## config.mk

```make
export PLATFORM = sky130hd
export DESIGN_NAME = trial_division_prime_scan
export DESIGN_NICKNAME = d
export VERILOG_FILES = /design/src/rtl/tdps_pkg.sv /design/src/rtl/tdps_divider.sv /design/src/rtl/tdps_tally.sv /design/src/rtl/trial_division_prime_scan.sv
export SDC_FILE = /design/constraint.sdc
export NUM_CORES = 1
export LEC_CHECK = 0
export BUFFER_PORTS_ARGS = -buffer_cell sky130_fd_sc_hd__buf_2
export CORE_AREA = 5 5 199 220
export CTS_CLUSTER_SIZE = 12
export DETAILED_ROUTE_END_ITERATION = 7
export DIE_AREA = 0 0 204 225
export REMOVE_ABC_BUFFERS = 1
export SYNTH_ARGS = -nofsm -noshare
export SYNTH_HDL_FRONTEND = slang
export SYNTH_SLANG_ARGS = --single-unit
```

## constraint.sdc

```tcl
create_clock -name clk -period 5.8 [get_ports clk]
set_input_delay 1.16 -clock clk [delete_from_list [all_inputs] [get_ports clk]]
set_output_delay 1.16 -clock clk [all_outputs]
set_load 0.05 [all_outputs]
```

## src/rtl/tdps_pkg.sv

```systemverilog
// ----------------------------------------------------------------------------
// tdps_pkg
// Shared types and constants for the trial-division prime scanner.
// ----------------------------------------------------------------------------
package tdps_pkg;

    localparam int CAND_W = 16;
    localparam int CNT_W  = 17;
    localparam int SUM_W  = 18;

    // prime count saturates here
    localparam logic [CNT_W-1:0] COUNT_MAX = 17'h10000;

    typedef struct packed {
        logic [CAND_W-1:0] candidate;
        logic              restart;
    } item_t;

    typedef struct packed {
        logic              is_prime;
        logic [CNT_W-1:0]  prime_count;
        logic [SUM_W-1:0]  first_four_sum;
        logic [SUM_W-1:0]  last_four_sum;
        logic              sums_valid;
    } result_t;

    // divider status back to the sequencer
    typedef struct packed {
        logic done;
        logic rem_zero;
    } div_stat_t;

    // one tally update
    typedef struct packed {
        logic              restart;
        logic              prime;
        logic [CAND_W-1:0] value;
    } tally_in_t;

    // tally state after the update
    typedef struct packed {
        logic [CNT_W-1:0] count;
        logic [SUM_W-1:0] first_sum;
        logic [SUM_W-1:0] recent_sum;
        logic             sums_valid;
    } tally_t;

endpackage

```

## src/rtl/tdps_divider.sv

```systemverilog
// ----------------------------------------------------------------------------
// tdps_divider
// Bit-serial restoring remainder unit: one dividend bit per cycle.
// ----------------------------------------------------------------------------
module tdps_divider
    import tdps_pkg::*;
#(
    parameter int NB = 16
)
(
    input  logic          clk,
    input  logic          rst_n,
    input  logic          start,
    input  logic [NB-1:0] dividend,
    input  logic [NB-1:0] divisor,
    output div_stat_t     stat
);

    localparam int CW = $clog2(NB);

    logic [NB-1:0] shift_reg, shift_next;
    logic [NB-1:0] rem_reg, rem_next;
    logic [CW-1:0] cnt_reg, cnt_next;
    logic          busy_reg, busy_next;
    logic          done_reg, done_next;
    logic [NB:0]   trial;

    always_comb
    begin
        shift_next = shift_reg;
        rem_next   = rem_reg;
        cnt_next   = cnt_reg;
        busy_next  = busy_reg;
        done_next  = 1'b0;
        trial      = {rem_reg, shift_reg[NB-1]};
        if (start)
        begin
            shift_next = dividend;
            rem_next   = '0;
            cnt_next   = CW'(NB - 1);
            busy_next  = 1'b1;
        end
        else if (busy_reg)
        begin
            if (trial >= {1'b0, divisor})
                rem_next = NB'(trial - {1'b0, divisor});
            else
                rem_next = NB'(trial);
            shift_next = {shift_reg[NB-2:0], 1'b0};
            cnt_next   = cnt_reg - 1'b1;
            if (cnt_reg == '0)
            begin
                busy_next = 1'b0;
                done_next = 1'b1;
            end
        end
    end

    always_ff @(posedge clk or negedge rst_n)
    begin
        if (!rst_n)
        begin
            busy_reg <= 1'b0;
            done_reg <= 1'b0;
            cnt_reg  <= '0;
        end
        else
        begin
            busy_reg <= busy_next;
            done_reg <= done_next;
            cnt_reg  <= cnt_next;
        end
    end

    always_ff @(posedge clk)
    begin
        shift_reg <= shift_next;
        rem_reg   <= rem_next;
    end

    assign stat.done     = done_reg;
    assign stat.rem_zero = (rem_reg == '0);

endmodule

```

## src/rtl/tdps_tally.sv

```systemverilog
// ----------------------------------------------------------------------------
// tdps_tally
// Range statistics: prime count, first-N sum, sliding window of recent primes.
// ----------------------------------------------------------------------------
module tdps_tally
    import tdps_pkg::*;
#(
    parameter int SUM_TERMS = 4
)
(
    input  logic      clk,
    input  logic      rst_n,
    input  logic      upd_en,
    input  tally_in_t upd,
    output tally_t    nxt
);

    logic [CNT_W-1:0]  cnt_reg, cnt_next, base_cnt;
    logic [SUM_W-1:0]  first_reg, first_next, base_first;
    logic [SUM_W-1:0]  rsum_reg, rsum_next, base_rsum;
    logic [CAND_W-1:0] win_reg  [SUM_TERMS];
    logic [CAND_W-1:0] win_next [SUM_TERMS];
    logic [CAND_W-1:0] base_win [SUM_TERMS];

    always_comb
    begin
        base_cnt   = upd.restart ? '0 : cnt_reg;
        base_first = upd.restart ? '0 : first_reg;
        base_rsum  = upd.restart ? '0 : rsum_reg;
        for (int k = 0; k < SUM_TERMS; k++)
            base_win[k] = upd.restart ? '0 : win_reg[k];

        cnt_next   = base_cnt;
        first_next = base_first;
        rsum_next  = base_rsum;
        for (int k = 0; k < SUM_TERMS; k++)
            win_next[k] = base_win[k];

        if (upd.prime)
        begin
            if (base_cnt < CNT_W'(SUM_TERMS))
                first_next = base_first + SUM_W'(upd.value);
            rsum_next = base_rsum - SUM_W'(base_win[SUM_TERMS-1]) + SUM_W'(upd.value);
            win_next[0] = upd.value;
            for (int k = 1; k < SUM_TERMS; k++)
                win_next[k] = base_win[k-1];
            if (base_cnt != COUNT_MAX)
                cnt_next = base_cnt + 1'b1;
        end
    end

    always_ff @(posedge clk or negedge rst_n)
    begin
        if (!rst_n)
        begin
            cnt_reg   <= '0;
            first_reg <= '0;
            rsum_reg  <= '0;
            for (int k = 0; k < SUM_TERMS; k++)
                win_reg[k] <= '0;
        end
        else if (upd_en)
        begin
            cnt_reg   <= cnt_next;
            first_reg <= first_next;
            rsum_reg  <= rsum_next;
            for (int k = 0; k < SUM_TERMS; k++)
                win_reg[k] <= win_next[k];
        end
    end

    assign nxt.count      = cnt_next;
    assign nxt.first_sum  = first_next;
    assign nxt.recent_sum = rsum_next;
    assign nxt.sums_valid = (cnt_next >= CNT_W'(SUM_TERMS));

endmodule

```

## src/rtl/trial_division_prime_scan.sv

```systemverilog
// ----------------------------------------------------------------------------
// Each beat runs one remainder pass of NB = min(VALUE_BITS,16) bits for each
//   of its D trial divisors (2 up to floor(sqrt(n)) for a prime).
// One beat is handled at a time, and the bit-serial remainder unit takes most
//   of its time. A finished result may wait in the output register
//   while the next beat is taken.
// Reset: rst_n clears count, sums, window and handshake state at once.
// ----------------------------------------------------------------------------
// trial_division_prime_scan
// Trial-division primality test over a scanned range with running statistics.
// ----------------------------------------------------------------------------
module trial_division_prime_scan
    import tdps_pkg::*;
#(
    parameter int VALUE_BITS = 16,
    parameter int SUM_TERMS  = 4
)
(
    input  logic    clk,
    input  logic    rst_n,
    input  logic    item_valid,
    output logic    item_ready,
    input  item_t   item,
    output logic    result_valid,
    input  logic    result_ready,
    output result_t result
);

    // Only the low bits of the candidate up to the field width take part.
    localparam int NB  = (VALUE_BITS < CAND_W) ? VALUE_BITS : CAND_W;
    localparam int SQW = NB + 2;

    typedef enum logic [3:0] {
        S_IDLE  = 4'b0001,
        S_CHECK = 4'b0010,
        S_DIV   = 4'b0100,
        S_DONE  = 4'b1000
    } state_t;

    state_t state_reg, state_next;

    // Working registers for the beat under test
    logic [NB-1:0]  n_reg, n_next;
    logic           restart_reg, restart_next;
    logic [NB-1:0]  d_reg, d_next;       // current trial divisor
    logic [SQW-1:0] sq_reg, sq_next;     // d*d, kept by increments
    logic           prime_reg, prime_next;

    logic           res_valid_reg, res_valid_next;
    result_t        res_reg, res_next;

    logic           div_start;
    div_stat_t      div_stat;
    logic           tally_en;
    tally_in_t      tally_upd;
    tally_t         tally_nxt;
    logic           out_free;

    assign out_free   = !res_valid_reg || result_ready;
    assign item_ready = (state_reg == S_IDLE);

    always_comb
    begin
        state_next     = state_reg;
        n_next         = n_reg;
        restart_next   = restart_reg;
        d_next         = d_reg;
        sq_next        = sq_reg;
        prime_next     = prime_reg;
        res_next       = res_reg;
        res_valid_next = res_valid_reg;
        div_start      = 1'b0;
        tally_en       = 1'b0;

        if (res_valid_reg && result_ready)
            res_valid_next = 1'b0;

        case (state_reg)
            S_IDLE:
            begin
                if (item_valid)
                begin
                    n_next       = item.candidate[NB-1:0];
                    restart_next = item.restart;
                    d_next       = NB'(2);
                    sq_next      = SQW'(4);
                    state_next   = S_CHECK;
                end
            end
            S_CHECK:
            begin
                // zero and one are not prime; otherwise stop once d*d exceeds n
                if (n_reg <= NB'(1))
                begin
                    prime_next = 1'b0;
                    state_next = S_DONE;
                end
                else if (sq_reg > SQW'(n_reg))
                begin
                    prime_next = 1'b1;
                    state_next = S_DONE;
                end
                else
                begin
                    div_start  = 1'b1;
                    state_next = S_DIV;
                end
            end
            S_DIV:
            begin
                if (div_stat.done)
                begin
                    if (div_stat.rem_zero)
                    begin
                        prime_next = 1'b0;
                        state_next = S_DONE;
                    end
                    else
                    begin
                        // (d+1)^2 = d^2 + 2d + 1
                        sq_next    = sq_reg + SQW'({d_reg, 1'b1});
                        d_next     = d_reg + 1'b1;
                        state_next = S_CHECK;
                    end
                end
            end
            S_DONE:
            begin
                // statistics commit together with the result beat
                if (out_free)
                begin
                    tally_en                = 1'b1;
                    res_next.is_prime       = prime_reg;
                    res_next.prime_count    = tally_nxt.count;
                    res_next.first_four_sum = tally_nxt.first_sum;
                    res_next.last_four_sum  = tally_nxt.recent_sum;
                    res_next.sums_valid     = tally_nxt.sums_valid;
                    res_valid_next          = 1'b1;
                    state_next              = S_IDLE;
                end
            end
            default:
            begin
                state_next = S_IDLE;
            end
        endcase
    end

    always_ff @(posedge clk or negedge rst_n)
    begin
        if (!rst_n)
        begin
            state_reg     <= S_IDLE;
            res_valid_reg <= 1'b0;
        end
        else
        begin
            state_reg     <= state_next;
            res_valid_reg <= res_valid_next;
        end
    end

    always_ff @(posedge clk)
    begin
        n_reg       <= n_next;
        restart_reg <= restart_next;
        d_reg       <= d_next;
        sq_reg      <= sq_next;
        prime_reg   <= prime_next;
        res_reg     <= res_next;
    end

    tdps_divider #(
        .NB (NB)
    ) u_divider (
        .clk      (clk),
        .rst_n    (rst_n),
        .start    (div_start),
        .dividend (n_reg),
        .divisor  (d_reg),
        .stat     (div_stat)
    );

    assign tally_upd.restart = restart_reg;
    assign tally_upd.prime   = prime_reg;
    assign tally_upd.value   = CAND_W'(n_reg);

    tdps_tally #(
        .SUM_TERMS (SUM_TERMS)
    ) u_tally (
        .clk    (clk),
        .rst_n  (rst_n),
        .upd_en (tally_en),
        .upd    (tally_upd),
        .nxt    (tally_nxt)
    );

    assign result_valid = res_valid_reg;
    assign result       = res_reg;

endmodule
```

==> results of run 1 <==
## final timing paths
| path | start | to | slack, ns | cells past startpoint |
|---|---|---|---|---|
| setup reg to reg | restart_reg$_DFFE_PP_ | result[18]$_DFFE_PP_ | 1.48 | 14 |
| max in group asynchronous | rst_n | u_tally.rsum_reg[4]$_DFFE_PN0P_ | 4.13 | 2 |
| hold reg to reg | u_tally.first_reg[3]$_DFFE_PN0P_ | u_tally.first_reg[3]$_DFFE_PN0P_ | 0.47 | 2 |
| min in group asynchronous | rst_n | u_tally.first_reg[0]$_DFFE_PN0P_ | 0.69 | 1 |
| setup / recovery | restart_reg$_DFFE_PP_ | result[18]$_DFFE_PP_ | 1.48 | 14 |
| hold / removal | u_tally.first_reg[3]$_DFFE_PN0P_ | u_tally.first_reg[3]$_DFFE_PN0P_ | 0.47 | 2 |
## metrics by stage
stage	util [%]	cell area (sq um)	cells	worst slack, ns	total power [mW]
floorplan	-	15220	1532	-1.574	5.562
global placement	40.02	16440	2181	1.618	6.296
detailed placement	40.02	16440	2181	1.483	6.391
CTS	42.41	17420	2236	1.443	8.331
global route	42.41	17420	2236	1.124	8.921
finish	42.41	17420	2236	1.481	8.249
## per-layer routing
layer  global-route usage [%]  vias to the layer above  routed length [um]
met5                        0                        -                   0
met4                    3.934                        0                 939
met3                    2.202                       63                1166
met2                    25.17                      170               16630
met1                    20.78                     5443               16230
li1                         -                     5713                   -
## power groups by stage
stage | Clock, mW | Combinational [mW] | Sequential [mW]
final | 1.90 | 3.42 | 2.93
after global routing | 2.03 | 3.90 | 2.99
after CTS | 1.95 | 3.45 | 2.93
after detailed placement | 0 | 3.43 | 2.96
after global placement | 0 | 3.34 | 2.95
after floorplan | 0 | 2.58 | 2.98
## cells in the final DEF, fill, tap and decap left out, drive strengths merged, types with 14 or more instances in the layout
master,Yosys,final
a211oi,20,20
a21o,21,21
a21oi,55,55
a31oi,54,54
buf,18,89
clkbuf,54,39
dfrtp,127,127
dfxtp,16,16
edfxtp,123,123
fa,19,19
ha,86,86
inv,99,100
mux2,33,33
mux2i,16,16
nand2,247,247
nand2b,17,17
nand3,24,24
nand4,19,19
nor2,89,89
nor2b,102,102
nor3,28,28
nor4,14,14
o21a,20,20
o21ai,126,126
xnor2,47,47
xor2,30,30
## final cells by class
type                    instances  area [sq um]  share of cell area [%]
clock inverters                16         166.4                  0.9551
repair buffers                 89         494.2                   2.836
inverters                      99         374.1                   2.147
clock buffers                  39         814.5                   4.675
multi-input cells            1166          7656                   43.94
flip-flops and latches        267          7218                   41.43
well taps                     560         700.7                   4.021
## Yosys cell counts, drive strengths merged (14+ instances only)
cell | number | area [sq um]
nand2b | 17 | 106.4
fa | 19 | 380.4
nor4 | 14 | 87.58
nand2 | 247 | 927.1
mux2 | 33 | 371.6
nand4 | 19 | 118.9
xor2 | 30 | 262.8
xnor2 | 47 | 411.6
nor3 | 28 | 145.1
dfrtp | 127 | 3178
o21a | 20 | 150.1
dfxtp | 16 | 320.3
ha | 86 | 1076
o21ai | 126 | 634.4
edfxtp | 123 | 3694
inv | 99 | 371.6
nor2b | 102 | 638.1
clkbuf | 54 | 202.7
a31oi | 54 | 337.8
nand3 | 24 | 120.1
mux2i | 16 | 160.2
buf | 18 | 92.59
a211oi | 20 | 155.1
a21o | 21 | 157.7
a21oi | 55 | 279.0
nor2 | 89 | 334.1
## cells by family (layout without fill, tap and decap cells)
family          after synthesis  after routing  share of synthesized area [%]
simple gates                587            587                          18.11
buf+inv                     171            243                          4.298
mux                          49             49                          3.427
xor+xnor                     77             77                          4.346
fa+ha+maj                   105            105                          9.386
compound gates              348            348                          13.91
flops                       267            267                          46.52
## worst max-delay path, delay by kind of cell, from the launching register on
family	cells	cell delay, ns
AOI/OAI and AO/OA	6	1.30
buffers and inverters	3	1.15
muxes	1	0.18
adders and majority gates	2	0.67
DFF	1	0.35
and+or+nand+nor	2	0.37
==> results.json, run 1 <==
{
  "status": "finished clean",
  "synth-edff-count": 123,
  "num_rows": 78,
  "gp_congestion": 0.8381,
  "place.detailed.hpwl_um": 24430,
  "hold_violations": 0,
  "drc": 0,
  "swShare_pct": 38.18,
  "wirelength_um": 34960,
  "initial_core_util_pct": 37.76,
  "ys_ff_latch": 267,
  "dieWidth_um": 204,
  "async_flop_share_pct": 47.94,
  "clk_pin_slew_ns": 0.06,
  "grt_pass1_wl_um": 57990,
  "num_antenna_cells": 0,
  "switchingPower_mw": 3.149,
  "fin_setup_tns_ns": 0,
  "syn_to_final_growth_pct": 12.30,
  "synth_seq_area_share_pct": 46.52,
  "critPathMaxStageDelay_ns": 0.58,
  "cap_violations": 0,
  "die_h_um": 225,
  "whs_ns": 0.4657,
  "synth_top_flop_cell": "dfrtp_1",
  "finClkSkew_ns": 0.02105,
  "wl_per_cell_um": 15.64,
  "syn_area_per_cell_sq_um": 9.673,
  "clock_sinks": 267,
  "slowest_stage": "buf_4",
  "drt-initial-drc-count": 732,
  "io_buffers": 77,
  "core_sq_um": 41090,
  "antenna_found_initial": 0,
  "leakage_nw": 7.319,
  "drv_slew": 0,
  "worst_pin_slew_ns": 1.028,
  "relSlewSlack_pct": 31.34,
  "power_frac_clock_pct": 23.0,
  "cts-resized-gates": 0,
  "cts_htree_levels": 1,
  "grt.total_usage_pct": 15.10,
  "crit_path_max_fanout": 72,
  "dieArea_sq_um": 45900,
  "setup_viol_count_final": 0,
  "end_kind": "flip-flop",
  "first_global_vias": 11236,
  "largest_reg_flops": 64,
  "path_class": "reg -> reg",
  "period_needed_ns": 4.319,
  "clockBufferDepth": 3,
  "netlist-cell-type-count": 66,
  "p_seq_share_pct": 35.5,
  "fmax_ghz": 0.2315,
  "path_cells": "buf_4 > buf_4 > nor2b_1 > fa_1 > inv_1 > ha_1 > a21o_1 > a21o_1 > a21oi_1 > a21oi_1 > o41ai_2 > mux2i_1 > nor3_1 > o21ai_0",
  "cts_buffers": 30,
  "ys_warn_count": 0,
  "final_nets": 1779,
  "grt_overflow": 0,
  "internal_power_mw": 5.100,
  "crit_arrival_ns": 4.62,
  "fillers": 3990,
  "firstDrtPassIters": 5,
  "ios": 78,
  "drive_gt1_share_pct": 10.92,
  "worstSkewPairLatency_ns": 0.58,
  "min_path_type": "reg -> reg",
  "syn_area_sq_um": 15520,
  "cts-root-buf": "clkbuf_16",
  "startpoint_type": "flip-flop",
  "syn_inst": 1604,
  "power_frac_comb_pct": 41.5,
  "hold_buffers": 0,
  "num_vias": 11389,
  "via_per_inst": 5.093,
  "postCtsSetupRepairBufs": 0,
  "cts_tree": "yes",
  "critPathRequiredTime_ns": 6.10,
  "rsz0062_at_grt": "false",
  "cellPowerDensity_nw_per_um2": 473.4,
  "grt_start_max_net_pins": 138,
  "antenna_left": 0,
  "ir_drop_uv": 343.1,
  "timing.final.crit_share_pct": 74.47
}
(Power assumes the default switching activity.)
==> run 2: changes to the inputs <==
==> constraint.sdc (replaced) <==
create_clock -name clk -period 4.4 [get_ports clk]
set_input_delay 0.88 -clock clk [delete_from_list [all_inputs] [get_ports clk]]
set_output_delay 0.88 -clock clk [all_outputs]
set_load 0.05 [all_outputs]
==> run 2 against run 1 <==
Against the previous run:
- wire length grew 0.59%
- clock skew up 0.0025 ns
- largest power group unchanged
- critical path depth stayed put
==> results.json, run 2 (synthesis results as in run 1) <==
{
  "first_global_vias": 11293,
  "postCtsSetupRepairBufs": 0,
  "final_common_cell": "nand2_1",
  "status": "finished clean",
  "dieArea_sq_um": 45900,
  "r2r_slack_ns": 0.59,
  "drt-initial-drc-count": 603,
  "place_ws_ns": 0.5506,
  "ios": 78,
  "gp_congestion": 0.8471,
  "place.detailed.hpwl_um": 25090,
  "cts_htree_levels": 1,
  "cts_tree": "yes",
  "via_per_inst": 5.137,
  "worstSkewPairLatency_ns": 0.58,
  "dieWidth_um": 204,
  "io_buffers": 77,
  "drive_gt1_share_pct": 11.29,
  "grt-busiest-layer": "met2",
  "met1_usage_pct": 20.48,
  "dp.cells": 2187,
  "grt_use_met2_pct": 26.20,
  "antenna_left": 0,
  "cp_top_family": "compound AO/OA/AOI/OAI gates",
  "relSlewSlack_pct": 28.90,
  "clock_sinks": 267,
  "crit_path_max_fanout": 12,
  "ir_drop_uv": 440.0,
  "finClkSkew_ns": 0.02358,
  "grt.total_usage_pct": 15.28,
  "multi_input_area_sq_um": 7656,
  "cellPowerDensity_nw_per_um2": 626.3,
  "r2r_end": "result[18]$_DFFE_PP_",
  "firstDrtPassIters": 5,
  "place_area_sq_um": 16490,
  "cap_violations": 0,
  "cp-startpoint": "restart_reg$_DFFE_PP_",
  "hold_violations": 0,
  "worst_pin_slew_ns": 1.064,
  "largest_reg_flops": 64,
  "critPathRequiredTime_ns": 4.72,
  "cts-root-buf": "clkbuf_16",
  "setup_viol_count_final": 0,
  "final_cell_area_sq_um": 17490,
  "finalWorstSetupSlack_ns": 0.5883,
  "hold_buffers": 0,
  "final_nets": 1785,
  "fmax_ghz": 0.2623,
  "antenna_found_initial": 1,
  "path_cells": "inv_1 > buf_4 > nand2_1 > fa_1 > inv_1 > ha_1 > a21o_1 > a21o_1 > a21oi_1 > a21oi_1 > o41ai_2 > mux2i_1 > nor3_1 > o21ai_0",
  "startpoint_type": "flip-flop",
  "clk_pin_slew_ns": 0.06,
  "cp.depth": 14,
  "core_sq_um": 41090,
  "reg2regPathDepth": 14,
  "period_needed_ns": 3.812,
  "clockBufferDepth": 3,
  "grt_pass1_wl_um": 58480,
  "syn_to_final_growth_pct": 12.72,
  "wirelength_um": 35170,
  "cts_buffers": 30,
  "finalNonFillerCells": 2244,
  "num_vias": 11527,
  "slowest_stage": "fa_1",
  "register_area_sq_um": 7218,
  "r2r-start": "restart_reg$_DFFE_PP_",
  "end_kind": "flip-flop",
  "rsz0062_at_grt": "false",
  "drv_slew": 0,
  "path_class": "reg -> reg",
  "leakage_nw": 7.356,
  "final_cell_mix": "nand2_1 (247), dfrtp_1 (127), edfxtp_1 (123), o21ai_0 (120), nor2b_1 (102)",
  "path_buf_inv": 3,
  "cts-resized-gates": 0,
  "timing.final.crit_share_pct": 86.63,
  "die_h_um": 225,
  "grt_start_max_net_pins": 92,
  "num_rows": 78,
  "drc": 0,
  "initial_core_util_pct": 37.76,
  "wl_per_cell_um": 15.67,
  "min_path_type": "in -> async",
  "fillers": 3981,
  "crit_arrival_ns": 4.13,
  "critPathMaxStageDelay_ns": 0.49,
  "crit_path_end": "result[18]$_DFFE_PP_",
  "grt_overflow": 0,
  "met3_usage_pct": 2.101
}
run 2: cell types whose count changed in the layout (fill, tap and decap cells not counted), sizes merged:
cell    previous run  this run
buf               89        95
clkbuf            39        41
bufinv             3         4
clkinv            12        11
diode              0         1
inv              100        99
run 2: metrics by stage:
step	util [%]	hold slack, ns	total power [mW]	setup TNS, ns
3_3_place_gp	40.13	0.4527	8.335	0
6_report	42.57	0.3766	10.95	0
2_1_floorplan	-	0.4379	7.331	-240.58
4_1_cts	42.56	0.4045	11.04	0
3_5_place_dp	40.13	0.4540	8.446	0
5_1_grt	42.56	0.4381	11.82	0
run 2: power breakdown:
group,internal [mW],switching (mW),total [mW]
registers,3.39,0.504,3.89
logic,1.87,2.65,4.52
clock network,1.52,1.02,2.54
run 2: final cells by class:
class	instances	share of cell area (%)
well taps	560	4.006
flip-flops and latches	267	41.27
diodes	1	0.01431
repair buffers	95	3.083
multi-input cells	1166	43.78
clock inverters	15	1.066
inverters	99	2.139
clock buffers	41	4.643
run 2: how the worst min path moves through the flow:
| stage | start | endpoint | cells past startpoint |
|---|---|---|---|
| 2_1_floorplan | u_tally.first_reg[0]$_DFFE_PN0P_ | u_tally.first_reg[0]$_DFFE_PN0P_ | 2 |
| 3_3_place_gp | u_tally.first_reg[4]$_DFFE_PN0P_ | u_tally.first_reg[4]$_DFFE_PN0P_ | 2 |
| 3_5_place_dp | u_tally.first_reg[10]$_DFFE_PN0P_ | u_tally.first_reg[10]$_DFFE_PN0P_ | 2 |
| 4_1_cts | rst_n | u_divider.cnt_reg[3]$_DFFE_PN0P_ | 1 |
| 5_1_grt | rst_n | u_tally.first_reg[9]$_DFFE_PN0P_ | 1 |
| 6_report | rst_n | u_tally.first_reg[9]$_DFFE_PN0P_ | 1 |
run 2: per-layer routing:
metal | vias to the layer above | wire length, um
li1 | 5757 | -
met1 | 5529 | 16330
met2 | 180 | 16810
met3 | 59 | 1112
met4 | 2 | 902
met5 | - | 11
==> run 3: changes to the inputs <==
--- a/config.mk
+++ b/config.mk
@@ -7,9 +7,11 @@
 export LEC_CHECK = 0
 export BUFFER_PORTS_ARGS = -buffer_cell sky130_fd_sc_hd__buf_2
 export CORE_AREA = 5 5 199 220
+export CTS_BUF_LIST = sky130_fd_sc_hd__clkbuf_8 sky130_fd_sc_hd__clkbuf_16
 export CTS_CLUSTER_SIZE = 12
 export DETAILED_ROUTE_END_ITERATION = 7
 export DIE_AREA = 0 0 204 225
+export PLACE_DENSITY = 0.51
 export REMOVE_ABC_BUFFERS = 1
 export SYNTH_ARGS = -nofsm -noshare
 export SYNTH_HDL_FRONTEND = slang
==> constraint.sdc (replaced) <==
create_clock -name clk -period 4.4 [get_ports clk]
set_input_delay 0.44 -clock clk [delete_from_list [all_inputs] [get_ports clk]]
set_output_delay 0.44 -clock clk [all_outputs]
set_load 0.05 [all_outputs]
==> run 3 against run 2 <==
Against the previous run:
- register-to-register slack worse by 0.18 ns
- wire length increased by 4.8%
- sequential power barely moved
- global-route usage up 0.89 points
- sequential share of layout area decreased by 0.56 points
- first-iteration DRC count is 8.8% lower
- critical path type unchanged
- largest cell class unchanged
- highest routed layer is now met4
==> results.json, run 3 (synthesis results as in run 1) <==
{
  "status": "finished clean",
  "ios": 78,
  "r2r-start": "restart_reg$_DFFE_PP_",
  "path_common_cell": "o21ai_0",
  "finClkSkew_ns": 0.01687,
  "end_kind": "flip-flop",
  "drt-initial-drc-count": 550,
  "clk_pin_slew_ns": 0.06,
  "drv_slew": 0,
  "antenna_found_initial": 1,
  "fillers": 3957,
  "fmax_ghz": 0.2506,
  "num_antenna_cells": 0,
  "cts_htree_levels": 2,
  "final_core_util_pct": 43.15,
  "largest_reg_flops": 64,
  "path_class": "reg -> reg",
  "hold_violations": 0,
  "num_rows": 78,
  "grt_pass1_wl_um": 60620,
  "final_nets": 1791,
  "hp-start": "item[10]",
  "path_buf_inv": 3,
  "slowest_stage": "fa_1",
  "initial_core_util_pct": 37.76,
  "grt_overflow": 0,
  "cap_violations": 0,
  "route.met2.wl_um": 17260,
  "via_per_inst": 5.070,
  "leakage_nw": 7.503,
  "cts_tree": "yes",
  "relSlewSlack_pct": 43.91,
  "hold_buffers": 1,
  "final_cell_area_sq_um": 17730,
  "postCtsSetupRepairBufs": 0,
  "register_area_sq_um": 7218,
  "power_mw": 11.39,
  "grt_start_max_net_pins": 135,
  "crit_path_max_fanout": 16,
  "drc": 0,
  "cp-startpoint": "restart_reg$_DFFE_PP_",
  "setup_viol_count_final": 0,
  "clockBufferDepth": 3,
  "firstDrtPassIters": 5,
  "multi_input_area_sq_um": 7656,
  "wl_met1_um": 17190,
  "wirelength_um": 36860,
  "worstSkewPairLatency_ns": 0.54,
  "cts_buffers": 34,
  "drive_gt1_share_pct": 11.89,
  "syn_to_final_growth_pct": 14.26,
  "critPathRequiredTime_ns": 4.68,
  "period_needed_ns": 3.990,
  "highest_layer": "met4",
  "dieArea_sq_um": 45900,
  "timing.final.crit_share_pct": 90.69,
  "wl_per_cell_um": 16.38,
  "place_area_sq_um": 16510,
  "first_global_vias": 11328,
  "antenna_left": 0,
  "critPathMaxStageDelay_ns": 0.49,
  "wl_met3_um": 1335,
  "cp_top_family": "compound AO/OA/AOI/OAI gates",
  "final_cell_mix": "nand2_1 (247), dfrtp_1 (127), edfxtp_1 (123), o21ai_0 (120), inv_1 (104)",
  "core_sq_um": 41090,
  "place.detailed.hpwl_um": 25940,
  "dieWidth_um": 204,
  "crit_arrival_ns": 4.27,
  "min_path_type": "in -> reg",
  "startpoint_type": "flip-flop",
  "clock_sinks": 267,
  "cts-root-buf": "clkbuf_16",
  "whs_ns": 0.08015,
  "final_common_cell": "nand2_1",
  "io_buffers": 77,
  "rsz0062_at_grt": "false",
  "ir_drop_uv": 570.4,
  "grt.total_usage_pct": 16.17,
  "path_cells": "inv_1 > buf_4 > nand2_1 > fa_1 > inv_1 > ha_1 > nor2b_1 > o21a_1 > o21ai_0 > a211oi_1 > o21ai_0 > o21ai_0 > xor2_1 > a21o_1",
  "die_h_um": 225,
  "cts-resized-gates": 0,
  "gp_congestion": 0.8830,
  "cellPowerDensity_nw_per_um2": 642.7,
  "worst_pin_slew_ns": 0.8404,
  "num_vias": 11408
}
run 3: cell count changes in the layout (fill, tap and decap cells not counted), moves of 2 or more:
cell | previous run | this run
clkbuf_1 | 9 | 0
inv_1 | 98 | 104
clkbuf_8 | 2 | 10
clkinv_2 | 6 | 2
clkbuf_16 | 30 | 37
clkinv_1 | 3 | 1
run 3: cell type report:
| type | count | area share, % |
|---|---|---|
| Multi-Input combinational cell | 1166 | 43.19 |
| Sequential cell | 267 | 40.72 |
| Clock buffer | 47 | 5.999 |
| Tap cell | 560 | 3.952 |
| Timing Repair Buffer | 97 | 3.211 |
| Inverter | 99 | 2.110 |
| Clock inverter | 14 | 0.8257 |
run 3: per-stage QoR:
stage               instances  TNS (ns)  worst slack [ns]
global route             2250         0            0.1751
CTS                      2250         0            0.3684
detailed placement       2188         0            0.4288
global placement         2188         0            0.5614
floorplan                1532   -240.57            -2.826
finish                   2250         0            0.4098
run 3: layer usage:
layer,vias to the layer above,global-route usage (%)
li1,5749,-
met5,-,0
met2,163,26.87
met3,67,2.476
met4,0,5.923
met1,5429,21.54
run 3: power by group:
part           internal (mW)  switching [mW]  total [mW]
sequential              3.39           0.493        3.88
combinational           1.88            2.67        4.55
clock                   1.86            1.10        2.96
run 3: path summary, 6_finish.rpt:
| check | to | slack [ns] | cells past startpoint |
|---|---|---|---|
| min in group asynchronous | u_tally.cnt_reg[0]$_DFFE_PN0P_ | 0.43 | 2 |
| max | result[17]$_DFFE_PP_ | 0.41 | 14 |
| max in group asynchronous | u_tally.first_reg[13]$_DFFE_PN0P_ | 2.97 | 3 |
| min reg2reg | u_tally.first_reg[3]$_DFFE_PN0P_ | 0.46 | 2 |
| min | n_reg[9]$_DFFE_PP_ | 0.08 | 1 |
| max reg2reg | result[17]$_DFFE_PP_ | 0.41 | 14 |
run 3: worst register-to-register path: stages, from the launching register on:
cell	delay, ns
edfxtp_1	0.44
inv_1	0.18
buf_4	0.25
nand2_1	0.12
fa_1	0.49
inv_1	0.04
ha_1	0.35
nor2b_1	0.17
o21a_1	0.18
o21ai_0	0.42
a211oi_1	0.17
o21ai_0	0.36
o21ai_0	0.20
xor2_1	0.18
a21o_1	0.19
